## src/sv/pogs_fifo.sv

```systemverilog
// Small register FIFO used for the command queue and the result queue.
// No dependencies.
`default_nettype none
module pogs_fifo #(
   parameter int WIDTH = 8,
   parameter int DEPTH = 2
) (
   input  wire logic             clock,
   input  wire logic             reset,
   input  wire logic             push,
   input  wire logic [WIDTH-1:0] wdata,
   output logic                  full,
   input  wire logic             pop,
   output logic [WIDTH-1:0]      rdata,
   output logic                  empty
);
   localparam int AW   = (DEPTH > 1) ? $clog2(DEPTH) : 1;
   localparam int CNTW = $clog2(DEPTH + 1);

   logic [WIDTH-1:0] slot_ff [DEPTH];
   logic [AW-1:0]    wr_ptr_ff, wr_ptr_in, rd_ptr_ff, rd_ptr_in;
   logic [CNTW-1:0]  count_ff, count_in;
   logic             do_push, do_pop;

   assign full    = (count_ff == CNTW'(DEPTH));
   assign empty   = (count_ff == '0);
   assign do_push = push & ~full;
   assign do_pop  = pop & ~empty;
   assign rdata   = slot_ff[rd_ptr_ff];

   // Pointer and count update
   always_comb begin
      wr_ptr_in = wr_ptr_ff;
      rd_ptr_in = rd_ptr_ff;
      count_in  = count_ff;
      if (do_push) begin
         wr_ptr_in = (wr_ptr_ff == AW'(DEPTH - 1)) ? '0 : wr_ptr_ff + 1'b1;
      end
      if (do_pop) begin
         rd_ptr_in = (rd_ptr_ff == AW'(DEPTH - 1)) ? '0 : rd_ptr_ff + 1'b1;
      end
      if (do_push & ~do_pop) begin
         count_in = count_ff + 1'b1;
      end else if (do_pop & ~do_push) begin
         count_in = count_ff - 1'b1;
      end
   end

   always_ff @(posedge clock) begin
      if (reset) begin
         wr_ptr_ff <= '0;
         rd_ptr_ff <= '0;
         count_ff  <= '0;
      end else begin
         wr_ptr_ff <= wr_ptr_in;
         rd_ptr_ff <= rd_ptr_in;
         count_ff  <= count_in;
      end
   end

   always_ff @(posedge clock) begin
      if (do_push) begin
         slot_ff[wr_ptr_ff] <= wdata;
      end
   end

endmodule
`default_nettype wire

```

## config.mk

```make
export PLATFORM = sky130hd
export DESIGN_NAME = pogs_fifo
export DESIGN_NICKNAME = d
export VERILOG_FILES = /design/src/sv/pogs_fifo.sv
export SDC_FILE = /design/constraint.sdc
export NUM_CORES = 1
export LEC_CHECK = 0
export BUFFER_PORTS_ARGS = -buffer_cell sky130_fd_sc_hd__buf_2
export CORE_UTILIZATION = 45
export CTS_CLUSTER_SIZE = 12
export DETAILED_ROUTE_END_ITERATION = 12
export PLACE_DENSITY_LB_ADDON = 0.2
export SLEW_MARGIN = 20
export SYNTH_ARGS = -nofsm -noshare
export SYNTH_HDL_FRONTEND = slang
export SYNTH_SLANG_ARGS = --single-unit
```

## constraint.sdc

```tcl
create_clock -name clock -period 3.3 [get_ports clock]
set_clock_uncertainty 0.1 [all_clocks]
set_input_delay 0.495 -clock clock [delete_from_list [all_inputs] [get_ports clock]]
set_output_delay 0.495 -clock clock [all_outputs]
set_load 0.05 [all_outputs]
```

==> metrics.md <==
| Metric | Value |
|---|---|
| Die height | 44.0 um |
| Finished Cell Area | 941 um2 |
| Final setup fails | 0 |
| Max-cap viol count | 0 |
| Die width | 44.0 um |
| Share of the synthesized area in the top cell type | 0.606 |
| Placement Cell Area | 913 um2 |
| Crit path required time | 2.70 ns |
| Post-Synth Adder-Cell Area | 0.0158 |
| Post-synthesis sequential area ratio | 0.732 |
| Met2 Use GR | 0.212 |
| Largest family of logic cells by synthesized area | multiplexers |
| Global-route wire length before repair | roughly 1600 um |
| Post-Synth XOR/XNOR Area | 0.0331 |
| Synth async-reset ratio | 0 |
| Synth cell count leaders | 16 x edfxtp_1, 8 x mux2_2, 5 x dfxtp_1, 5 x nor2_1 |
| # rows | 14 |
| Crit share post-route | 0.613 |
| Num CTS Buffers | 3 |
| GRT Resource Usage Total | 0.112 |
| Clock root buffer | clkbuf_4 |
| Seq cells post-synth | 21 |
| Peak supply drop | between 500 and 600 uV |
| Fin. Hold Viols | 0 |
| Max-slew violation count | 0 |
| Non-filler cells, final | 90 |
| Met3 global-route usage | 0.0375 |
| Initial antenna violation count | 0 |
| Area Growth Syn to Fin | 18.6% |
| Share of cells above drive strength 1 | 0.459 |
| CTS tree | yes |
| Final min period | 2.02 ns |
| GRT overflow | 0 |
| Final Wtd Congestion | about 0.68 |
| CP Class | reg -> out |
| Max-slew headroom | 0.756 |
| Highest Clock Rate | about 0.49 GHz |
| First-pass DRT Iterations | 5 |
| Top_reg_cell synth | edfxtp_1 |
| HP Class | in -> reg |
| Drt drc | 0 |
| Inst Count DP | 86 |
| Dominant cells by area after synthesis | edfxtp_1 61%, dfxtp_1 13%, mux2_2 11% |
| Pwr dens | 879 nW/um2 |
| Post-synth EDFFs | 16 |
| Arr. time, crit path | between 1 and 1.5 ns |
| CTS resizes | 0 |
| Crit-path leading delay family | flip-flops |
| Crit end category | output port |
| Clock transition at the registers of the reported paths | 0.11 ns |
| Unrepaired setup endpoints after global routing | false |
| Outcome | finished clean |
| Post-DRT Antenna Nets | 0 |
| Port Buffers | 21 |
| Post-Synth Simple-Gate Area | 0.0584 |
| Startpoint types | register |
| Yosys top cell by area | edfxtp_1 |
| Sinks on the clock net | 21 |
| Core footprint | 1580 um2 |
| H-tree depth | 1 |
| Top-count cell post-synth | edfxtp_1 |
| Die area | 1930 um2 |
| Syn_area_per_cell | 15.9 um2 |
| Clk buf depth | 2 |
| Wire per inst | 11.1 um |
| Worst Tran Pin Value | 0.366 ns |
| Worst Path Max Fanout | 8 |
| Antenna cells | 0 |
| Post-DP HPWL | 771 um |
| Clk Latency, worst-skew pair | a little under 0.3 ns |
| Leak Pwr | between 0.3 and 0.4 nW |
| Crit path cell chain | mux2_2 > buf_2 |
| Avg Vias per Cell | roughly 4.9 |
| Final TNS setup | 0 ns |
| Wirelength, routed | about 1000 um |
| Min Hold Slack | 0.287 ns |
| Syn. warnings | 0 |
| Post-synthesis mux area share | 0.114 |
| Count of buffer and inverter cells on the critical path | 1 |
| Post-Syn Nets | 63 |
| Post-CTS setup buffer count | 0 |
| Mapped Cells | 50 |
| DRT iter0 DRCs | 3 |
| Initial core utilization | 0.503 |
| Gr busiest metal | met2 |
| Netlist Area Pre-Place | 793 um2 |
| Synth Area in Compound Gates | 0.0315 |
| # IOs | 22 |
| Via Count | 440 |
| Cell variety after synth | 13 |
| Slowest cell on crit path | dfxtp_1 |
| Pin count of the biggest net entering global routing | 13 |
| Crit path largest cell delay | 0.55 ns |
| GRT met1 Usage | 0.124 |
| NumNets Final | 88 |
| CTS Hold Bufs | 0 |
| Vias in the first global route | about 380 |
cell type report:
cell class	instances	area, um2
sequential	21	581
multi-input combinational	26	200
timing repair buffer	21	105
clock inverter	1	5.00
fill	129	636
inverter	2	7.51
clock buffer	3	22.5
tap	16	20.0
registers in the layout, summed over array words and instances, names as in the netlist, named ones only:
signal	count
slot_ff	16
wr_ptr_ff	1
rd_ptr_ff	1
count_ff	2
worst register-to-register path, delay by kind of cell (launching register included):
family,cells,cell delay [ns]
AND/OR/NAND/NOR,3,0.65
flip-flops,1,0.40
adder cells (fa/ha/maj),1,0.31
AO/OA/AOI/OAI,1,0.14
routing by layer:
layer,vias to the layer above,share of wire
met1,196,0.44
met2,14,0.51
met4,0,0
met5,-,0
met3,0,0.044
li1,230,-
kinds of logic (layout without fill, tap and decap cells):
| logic type | after synthesis | in the layout |
|---|---|---|
| DFF | 21 | 21 |
| and+or+nand+nor | 9 | 9 |
| muxes | 8 | 8 |
| AOI/OAI and AO/OA | 5 | 5 |
| xor gates and xnor gates | 3 | 3 |
| buffers and inverters | 3 | 27 |
| adders and majority gates | 1 | 1 |
path summary, 6_finish.rpt:
kind / slack (ns) / from / depth (start not counted) / to
max reg2reg: 1.64 / count_ff[1] / 5 / count_ff[1]
max: 1.28 / register / 2 / rdata[5]
min reg2reg: 0.40 / wr_ptr_ff / 2 / wr_ptr_ff
min: 0.29 / wdata[1] / 1 / slot_ff[0][1]
placed cells by master (no fill, tap or decap):
cell type	Yosys	routed
buf_2	1	21
inv_1	2	2
clkbuf_4	0	3
clkinv_2	0	1
o21ai_0	3	3
a21oi_1	2	2
edfxtp_1	16	16
xor2_1	3	3
dfxtp_1	5	5
or3_1	2	2
and2_1	1	1
nor2_1	5	5
nor2b_2	1	1
ha_1	1	1
mux2_2	8	8
power by group:
part	internal [mW]	switching, mW
Clock	0.0450	0.0703
Combinational	0.104	0.236
Sequential	0.337	0.0337
through the flow:
step                power [mW]  setup slack [ns]   util
floorplan                0.655              1.36      -
global placement         0.718              1.59  0.579
detailed placement       0.720              1.56  0.579
CTS                      0.837              1.25  0.597
global route             0.872              1.21  0.597
finish                   0.827              1.28  0.597
No activity file was read; power rests on OpenSTA's default activity.
