**src/sv/pogs_pkg.sv**
```systemverilog
// Package for the predicted obstacle grid stamp: item, result, config and command types,
// operation and register codes, occupancy and mark-count constants.
// No dependencies.
`default_nettype none
package pogs_pkg;

   typedef enum logic [1:0] {
      OP_LOAD    = 2'd0,
      OP_STAMP   = 2'd1,
      OP_READ    = 2'd2,
      OP_REFRESH = 2'd3
   } op_type;

   // Configuration register indexes
   localparam logic [2:0] REG_GRID_WIDTH  = 3'd0;
   localparam logic [2:0] REG_GRID_HEIGHT = 3'd1;
   localparam logic [2:0] REG_ORIGIN_X    = 3'd2;
   localparam logic [2:0] REG_ORIGIN_Y    = 3'd3;
   localparam logic [2:0] REG_CELLS_PER_M = 3'd4;
   localparam logic [2:0] REG_STEP_DIST   = 3'd5;
   localparam logic [2:0] REG_LAYERS      = 3'd6;

   localparam int CSR_INDEX_W = 3;
   localparam int CSR_DATA_W  = 24;

   localparam logic [7:0]  OCCUPIED = 8'd100;
   localparam logic [10:0] MARK_MAX = 11'd2047;

   typedef struct packed {
      op_type             op;
      logic signed [23:0] pos_x;
      logic signed [23:0] pos_y;
      logic signed [15:0] heading_cos;
      logic signed [15:0] heading_sin;
      logic [13:0]        cell_index;
      logic [3:0]         layer_select;
      logic signed [7:0]  cell_value;
   } req_type;

   typedef struct packed {
      logic signed [7:0] read_value;
      logic [10:0]       cells_marked;
   } rsp_type;

   typedef struct packed {
      logic [7:0]         grid_width;
      logic [7:0]         grid_height;
      logic signed [23:0] origin_x;
      logic signed [23:0] origin_y;
      logic [15:0]        cells_per_meter;
      logic signed [16:0] step_distance;
      logic [4:0]         layers_in_use;
   } cfg_type;

   // Effective grid geometry after clamping
   typedef struct packed {
      logic [7:0] width;
      logic [7:0] height;
      logic [4:0] layers;
   } geo_type;

   // Classified item handed from front to back
   typedef struct packed {
      req_type req;
      logic    idx_ok;
      logic    layer_ok;
   } cmd_type;

endpackage
`default_nettype wire

```
**src/sv/pogs_fifo.sv**
```systemverilog
// Small register FIFO used for the command queue and the result queue.
// No dependencies.
`default_nettype none
module pogs_fifo #(
   parameter int WIDTH = 8,
   parameter int DEPTH = 2
) (
   input  wire logic             clock,
   input  wire logic             reset,
   input  wire logic             push,
   input  wire logic [WIDTH-1:0] wdata,
   output logic                  full,
   input  wire logic             pop,
   output logic [WIDTH-1:0]      rdata,
   output logic                  empty
);
   localparam int AW   = (DEPTH > 1) ? $clog2(DEPTH) : 1;
   localparam int CNTW = $clog2(DEPTH + 1);

   logic [WIDTH-1:0] slot_ff [DEPTH];
   logic [AW-1:0]    wr_ptr_ff, wr_ptr_in, rd_ptr_ff, rd_ptr_in;
   logic [CNTW-1:0]  count_ff, count_in;
   logic             do_push, do_pop;

   assign full    = (count_ff == CNTW'(DEPTH));
   assign empty   = (count_ff == '0);
   assign do_push = push & ~full;
   assign do_pop  = pop & ~empty;
   assign rdata   = slot_ff[rd_ptr_ff];

   // Pointer and count update
   always_comb begin
      wr_ptr_in = wr_ptr_ff;
      rd_ptr_in = rd_ptr_ff;
      count_in  = count_ff;
      if (do_push) begin
         wr_ptr_in = (wr_ptr_ff == AW'(DEPTH - 1)) ? '0 : wr_ptr_ff + 1'b1;
      end
      if (do_pop) begin
         rd_ptr_in = (rd_ptr_ff == AW'(DEPTH - 1)) ? '0 : rd_ptr_ff + 1'b1;
      end
      if (do_push & ~do_pop) begin
         count_in = count_ff + 1'b1;
      end else if (do_pop & ~do_push) begin
         count_in = count_ff - 1'b1;
      end
   end

   always_ff @(posedge clock) begin
      if (reset) begin
         wr_ptr_ff <= '0;
         rd_ptr_ff <= '0;
         count_ff  <= '0;
      end else begin
         wr_ptr_ff <= wr_ptr_in;
         rd_ptr_ff <= rd_ptr_in;
         count_ff  <= count_in;
      end
   end

   always_ff @(posedge clock) begin
      if (do_push) begin
         slot_ff[wr_ptr_ff] <= wdata;
      end
   end

endmodule
`default_nettype wire

```
**src/sv/pogs_front.sv**
```systemverilog
// Front end: accepts items, checks cell index and layer against the grid in use,
// queues classified commands for the back end. Uses pogs_pkg and pogs_fifo.
`default_nettype none
module pogs_front (
   input  wire logic              clock,
   input  wire logic              reset,
   input  wire logic              req_push,
   input  wire pogs_pkg::req_type req_data,
   output logic                   req_full,
   input  wire pogs_pkg::geo_type geo,
   input  wire logic              cmd_pop,
   output pogs_pkg::cmd_type      cmd,
   output logic                   cmd_empty
);
   localparam int CMD_W = $bits(pogs_pkg::cmd_type);

   pogs_pkg::cmd_type cls;
   logic [15:0]       area;
   logic [CMD_W-1:0]  cmd_bits;

   // Classify item
   always_comb begin
      area         = geo.width * geo.height;
      cls.req      = req_data;
      cls.idx_ok   = ({2'b00, req_data.cell_index} < area);
      cls.layer_ok = ({1'b0, req_data.layer_select} < geo.layers);
   end

   pogs_fifo #(.WIDTH(CMD_W), .DEPTH(4)) u_cmd_fifo (
      .clock (clock),
      .reset (reset),
      .push  (req_push),
      .wdata (cls),
      .full  (req_full),
      .pop   (cmd_pop),
      .rdata (cmd_bits),
      .empty (cmd_empty)
   );

   assign cmd = cmd_bits;

endmodule
`default_nettype wire

```
**config.mk**
```make
export PLATFORM = sky130hd
export DESIGN_NAME = pogs_front
export DESIGN_NICKNAME = d
export VERILOG_FILES = /design/src/sv/pogs_pkg.sv /design/src/sv/pogs_fifo.sv /design/src/sv/pogs_front.sv
export SDC_FILE = /design/constraint.sdc
export NUM_CORES = 1
export LEC_CHECK = 0
export ABC_AREA = 1
export BUFFER_PORTS_ARGS = -buffer_cell sky130_fd_sc_hd__clkbuf_2
export CAP_MARGIN = 15
export CELL_PAD_IN_SITES_DETAIL_PLACEMENT = 0
export CELL_PAD_IN_SITES_GLOBAL_PLACEMENT = 1
export CORE_MARGIN = 3
export CORE_UTILIZATION = 30
export CTS_CLUSTER_DIAMETER = 80
export DETAILED_ROUTE_END_ITERATION = 16
export PLACE_DENSITY = 0.55
export SLEW_MARGIN = 20
export SYNTH_ARGS = -nofsm -noshare
export SYNTH_HDL_FRONTEND = slang
export SYNTH_SLANG_ARGS = --single-unit
```
**constraint.sdc**
```tcl
create_clock -name clock -period 8.5 [get_ports clock]
set_input_delay 0.85 -clock clock [delete_from_list [all_inputs] [get_ports clock]]
set_output_delay 0.85 -clock clock [all_outputs]
set_load 0.05 [all_outputs]
```
==> results.yml, run 1 <==
clocking:
  clkTransAtPathRegs_ns: 0.06
  cts_setup_buffers: 0
  clock_path_buffers: 3
  clkLatencyLatePin_ns: 0.56
  holdBufCountCts: 0
  cts_resized: 0
  cts_tree: "yes"
  cts-htree-levels: 2
  cts_made_buffers: 47
  clockRootBuffer: "clkbuf_16"
  cts_sinks: 449
layout:
  multi_input_area_sq_mm: 0.00498
  regArea_sq_mm: 0.0134
  fillers: 6286
  area_growth_syn_to_layout_pct: 18.2
  finalInstanceArea_sq_mm: 0.0228
  finalNetCount: 1955
  drive_gt1_share_pct: 18.7
placement:
  hpwl_mm: 29.3
  place_ws_ns: 3.03
  gp_congestion: 0.795
  postPlaceCellArea_sq_mm: 0.0213
  port_buffers: 244
logic_synthesis:
  synthMuxAreaShare_pct: 0
  synth_xor_area_share_pct: 0.500
  synth_edf_count: 440
  synth-async-reset-ratio_pct: 0
  ys_types: 32
  syn_nets: 1736
  yosysWarnings: 0
  synth_top_family_by_area: "compound AO/OA/AOI/OAI gates"
  yosysSeqAreaShare_pct: 69.5
  yosys_most_used_dff: "edfxtp_1"
  post_synth.cell_area_avg_sq_um: 12.8
  yosysTopAreaCell: "edfxtp_1"
  synth_top_area_share_pct: 68.6
  synth_fa_ha_area_share_pct: 7.61
  synthesis.area_sq_mm: 0.0193
  synth.most_common_cell: "edfxtp_1"
  synth_simple_gate_area_share_pct: 7.27
  synth_cells: 1508
  synth_compound_area_share_pct: 10.3
  synth-seq-cells: 449
  ys_top_cells_by_count: "edfxtp_1 (440), nor2_1 (242), o21ai_0 (207)"
  synthTopCellsByArea: "edfxtp_1 (69%), o21ai_0 (5.4%), nor2_1 (4.7%), fa_1 (3.8%), ha_1 (3.8%)"
timing:
  relSlewSlack_pct: 32.9
  fin_skew_ns: 0.0140
  tightest_slew_ns: 1.01
  tns_ns: 0
  hold_viol: 0
  fmax_mhz: 204
  min_period_ns: 4.90
  rsz0062_at_grt: "no"
  report.final.slew_viol_count: 0
  setup_viol: 0
  final.setup.worst_slack_ns: 3.60
  finalCritPeriodShare_pct: 57.6
grt:
  grt_pass1_vias: 12100
  antenna_found_initial: 5
  grt_pass1_wl_mm: 73.9
  grt_overflow: 0
  track_usage_pct: 14.3
  grt_max_degree: 113
worst_setup_path:
  endpoint_kind: "flop"
  worstPathArrival_ns: 5.27
  start_kind: "input pin"
  path_max_fanout: 8
  crit_required_ns: 8.87
  crit_type: "input pin to flop"
floorplan:
  die_area_sq_mm: 0.0673
  fp-row-count: 92
  io_pins: 245
  die_w_um: 259
  initial_core_util_pct: 30.4
  die_h_um: 259
  core_sq_mm: 0.0633
route:
  vias: 12100
  drt-total-wl_mm: 48.9
  drt-initial-drc-count: 555
  via_per_inst: 4.63
  first_pass_iters: 5
  post_drt_wl_per_cell_um: 18.7
  antenna_left: 0
  route.detailed.drc: 0
power:
  finalPower_uw: 7530
  power.density_mw_per_mm2: 331
  ir_worst_vdd_mv: 0.131
  power.leakage_uw: 0.00878
worst_hold_path:
  hp-class: "flop to flop"
run_status:
  outcome: "finished clean"
run:
  max-cap-violations: 0
-- sequential cells by signal, indices dropped and copies added, names as in the netlist, named ones only --
signal and cells:
u_cmd_fifo.count_ff 3, u_cmd_fifo.wr_ptr_ff 2, u_cmd_fifo.slot_ff 440, u_cmd_fifo.rd_ptr_ff 2
-- critical path, stage by stage --
cell and delay [ns]:
clkbuf_2 0.18, nand2_1 0.11, fa_1 0.51, fa_1 0.54
inv_1 0.05, fa_1 0.47, inv_1 0.05, fa_1 0.47
inv_1 0.04, ha_1 0.35, nand2_1 0.10, nand2_1 0.07
nand2_1 0.07, nand2_2 0.06, a21oi_1 0.21, nor2_1 0.07
nor2_1 0.11, xor2_1 0.17, ha_1 0.25, nand2_1 0.09
o21ai_0 0.09, nor2_1 0.11, nor2_1 0.05, nor2_1 0.20
-- report_power, final --
group / total (uW) / switching, uW / internal (uW) / leakage [uW]
clock: 1980 / 814 / 1160 / 0.000708
sequential: 2800 / 96.3 / 2710 / 0.00410
combinational: 2750 / 2120 / 630 / 0.00397
total: 7530 / 3030 / 4500 / 0.00878
-- metal layers --
layer | track usage (%) | up-vias | share of wire (%)
met5 | 0 | - | 0.084
met4 | 3.16 | 6 | 1.6
met3 | 3.10 | 56 | 5.1
met2 | 24.3 | 233 | 49
met1 | 18.6 | 5996 | 44
li1 | - | 5809 | -
-- final cells by class --
class	count	area share, %
multi-input cells	834	21.9
inverters	137	2.28
diodes	2	0.0220
repair buffers	258	5.89
clock inverters	18	0.868
flip-flops and latches	449	58.8
clock buffers	67	5.59
well taps	846	4.65
-- through the flow --
stage                     util, %  hold slack [ns]  instances
final                        36.0            0.490       2611
after global routing         36.0            0.459       2609
after CTS                    36.0            0.450       2609
after detailed placement     33.6            0.491       2524
after global placement       33.6            0.478       2524
after floorplan                 -            0.450       1508
-- placed cells by master (no fill, tap or decap), types with 2 or more instances in the layout --
cell type / count
inv_6: 2
ha_1: 58
clkbuf_16: 48
a31oi_1: 2
clkinv_2: 3
bufinv_16: 4
dfxtp_1: 7
o21ai_1: 17
clkinv_1: 9
inv_1: 134
edfxtp_1: 440
nand3_1: 7
a211oi_1: 3
clkbuf_2: 244
xnor2_1: 4
o21ai_0: 207
buf_4: 12
o22ai_1: 110
dfxtp_4: 2
o21a_1: 3
nor2_1: 238
clkbuf_1: 19
xor2_1: 7
diode_2: 2
nand2_1: 103
fa_1: 37
a21oi_1: 20
nand4_1: 2
nor3_1: 3
nor2_4: 4
nand2_2: 3
-- kinds of logic (layout without fill, tap and decap cells) --
group | count (synthesis) | count (layout)
buffers and inverters | 225 | 480
other | 0 | 2
adders and majority gates | 95 | 95
xor gates and xnor gates | 11 | 11
and+or+nand+nor | 363 | 363
DFF | 449 | 449
AOI/OAI and AO/OA | 365 | 365
-- final timing paths --
kind	startpoint	endpoint	slack (ns)	cells past startpoint
worst max-delay path	geo[7]	u_cmd_fifo.slot_ff[2][1]	3.60	24
worst min-delay path	u_cmd_fifo.rd_ptr_ff[1]	flop	0.49	2
worst max register to register	u_cmd_fifo.count_ff[0]	u_cmd_fifo.slot_ff[1][65]	5.77	5
worst min register to register	u_cmd_fifo.rd_ptr_ff[1]	flop	0.49	2
No activity file was read; power rests on OpenSTA's default activity.
==> inputs of run 2 (changes only) <==
- clock period: 8.5 -> 4.6 ns (I/O delays scaled with it)
==> run 2 against run 1 <==
  * Power is 89% higher
  * First-iteration DRC count increased by 23%
  * Global-route usage grew 0.051 points
  * Sequential cell count stayed put
  * Worst hold slack worse by 0.40 ns
  * Critical endpoint unchanged
==> results.yml, run 2 (synthesized netlist as in run 1, its figures left out) <==
layout:
  largest_register: "u_cmd_fifo.slot_ff"
  final_core_util_pct: 36.9
  reg_top3: "u_cmd_fifo.slot_ff: 440 flops, u_cmd_fifo.count_ff: 3 flops"
  layout_commonest_cell: "edfxtp_1"
  drive_gt1_share_pct: 21.4
  largest_reg_flops: 440
  area_growth_syn_to_layout_pct: 21.1
  finalNetCount: 2001
  layout_common_cells: "edfxtp_1 (440), clkbuf_2 (244), nor2_1 (238)"
  finalNonFillerCells: 2666
clocking:
  cts_tree: "yes"
  cts_setup_buffers: 0
  cts_resized: 0
  cts-htree-levels: 2
  cts_sinks: 449
  holdBufCountCts: 0
  clock_path_buffers: 3
  cts_made_buffers: 50
  clkLatencyLatePin_ns: 0.59
  clkTransAtPathRegs_ns: 0.06
  clockRootBuffer: "clkbuf_16"
floorplan:
  die_area_sq_mm: 0.0673
  die_w_um: 259
  core_sq_mm: 0.0633
  die_h_um: 259
  fp-row-count: 92
  io_pins: 245
  initial_core_util_pct: 30.4
timing:
  finalCritPeriodShare_pct: 91.9
  hold_viol: 0
  min_period_ns: 4.23
  setup_viol: 0
  rsz0062_at_grt: "no"
  fmax_mhz: 236
  hold_slack_ns: 0.0860
  tightest_slew_ns: 0.942
  tns_ns: 0
  relSlewSlack_pct: 37.0
  fin_skew_ns: 0.0203
  report.final.slew_viol_count: 0
route:
  route.detailed.drc: 0
  first_pass_iters: 5
  via_per_inst: 4.59
  post_drt_wl_per_cell_um: 18.4
  vias: 12200
  drt-initial-drc-count: 683
  antenna_left: 0
  drt-total-wl_mm: 49.1
power:
  power.density_mw_per_mm2: 609
  power.leakage_uw: 0.00904
  ir_worst_vdd_mv: 0.299
grt:
  track_usage_pct: 14.3
  grt_pass1_vias: 11900
  antenna_found_initial: 6
  grt_overflow: 0
  grt_pass1_wl_mm: 73.7
  grt_max_degree: 161
worst_setup_path:
  start_kind: "input pin"
  endpoint_kind: "flop"
  worstPathArrival_ns: 4.63
  crit_type: "input pin to flop"
  ff2ff_path_depth: 5
  crit_required_ns: 5.00
  path_max_fanout: 4
  r2r_slack_ns: 2.22
worst_hold_path:
  hold_depth: 1
  hp-class: "input pin to flop"
run:
  max-cap-violations: 0
placement:
  port_buffers: 244
  dpl.cell_count: 2567
  hpwl_mm: 30.2
  gp_congestion: 0.779
run_status:
  outcome: "finished clean"
## run 2: cell types whose count changed in the layout (fill, tap and decap cells not counted), sizes merged
| cell | previous run | this run |
|---|---|---|
| buf | 14 | 57 |
| bufinv | 4 | 2 |
| inv | 137 | 138 |
| clkinvlp | 0 | 2 |
| diode | 2 | 6 |
| clkbuf | 311 | 305 |
| clkinv | 14 | 27 |
## run 2: stage by stage
step / worst slack, ns / instance area (sq um) / power [uW]
2_1_floorplan: -1.40 / 19300 / 9140
3_3_place_gp: -0.221 / 21800 / 10700
3_5_place_dp: -0.241 / 21800 / 10700
4_1_cts: 0.366 / 23300 / 14500
5_1_grt: 0.0159 / 23300 / 15100
6_report: 0.370 / 23300 / 14200
## run 2: per-layer routing
| layer | track usage (%) | up-vias | share of wire (%) |
|---|---|---|---|
| li1 | - | 5903 | - |
| met3 | 3.03 | 71 | 5.2 |
| met5 | 0 | - | 0.051 |
| met2 | 23.1 | 226 | 46 |
| met1 | 19.8 | 6045 | 47 |
| met4 | 3.44 | 4 | 1.9 |
## run 2: area by class of cell
class	count	area, sq um
flip-flops and latches	449	13400
clock inverters	32	243
diodes	6	15.0
fillers	6193	40000
repair buffers	301	1760
multi-input cells	834	5040
well taps	846	1060
clock buffers	61	1290
inverters	137	520
## run 2: path summary, 6_finish.rpt
check,start,to
max,geo[9],u_cmd_fifo.slot_ff[2][1]
min,req_data[50],u_cmd_fifo.slot_ff[3][52]
max reg2reg,u_cmd_fifo.count_ff[0],u_cmd_fifo.slot_ff[2][87]
min reg2reg,u_cmd_fifo.rd_ptr_ff[1],flop
## run 2: critical path: stages
cell and delay [ns]:
clkbuf_2 0.11, buf_4 0.15, nand2_1 0.06, inv_1 0.04
fa_1 0.46, fa_1 0.50, fa_1 0.49, inv_1 0.05
fa_1 0.47, inv_1 0.06, ha_4 0.22, nand2_1 0.09
inv_1 0.04, nand2_1 0.05, nand2_1 0.07, a21oi_2 0.12
nor2_1 0.05, nor2_1 0.10, xor2_1 0.16, ha_1 0.26
a21oi_1 0.15, o21ai_0 0.10, nor2_1 0.12, nor2_1 0.05
nor2_1 0.18
## run 2: report_power, final
part | internal, uW | switching [uW] | leakage (uW) | total [uW]
logic | 1350 | 4050 | 0.00420 | 5400
clock network | 2120 | 1580 | 0.000744 | 3700
registers | 5000 | 107 | 0.00410 | 5110
total | 8470 | 5740 | 0.00904 | 14200
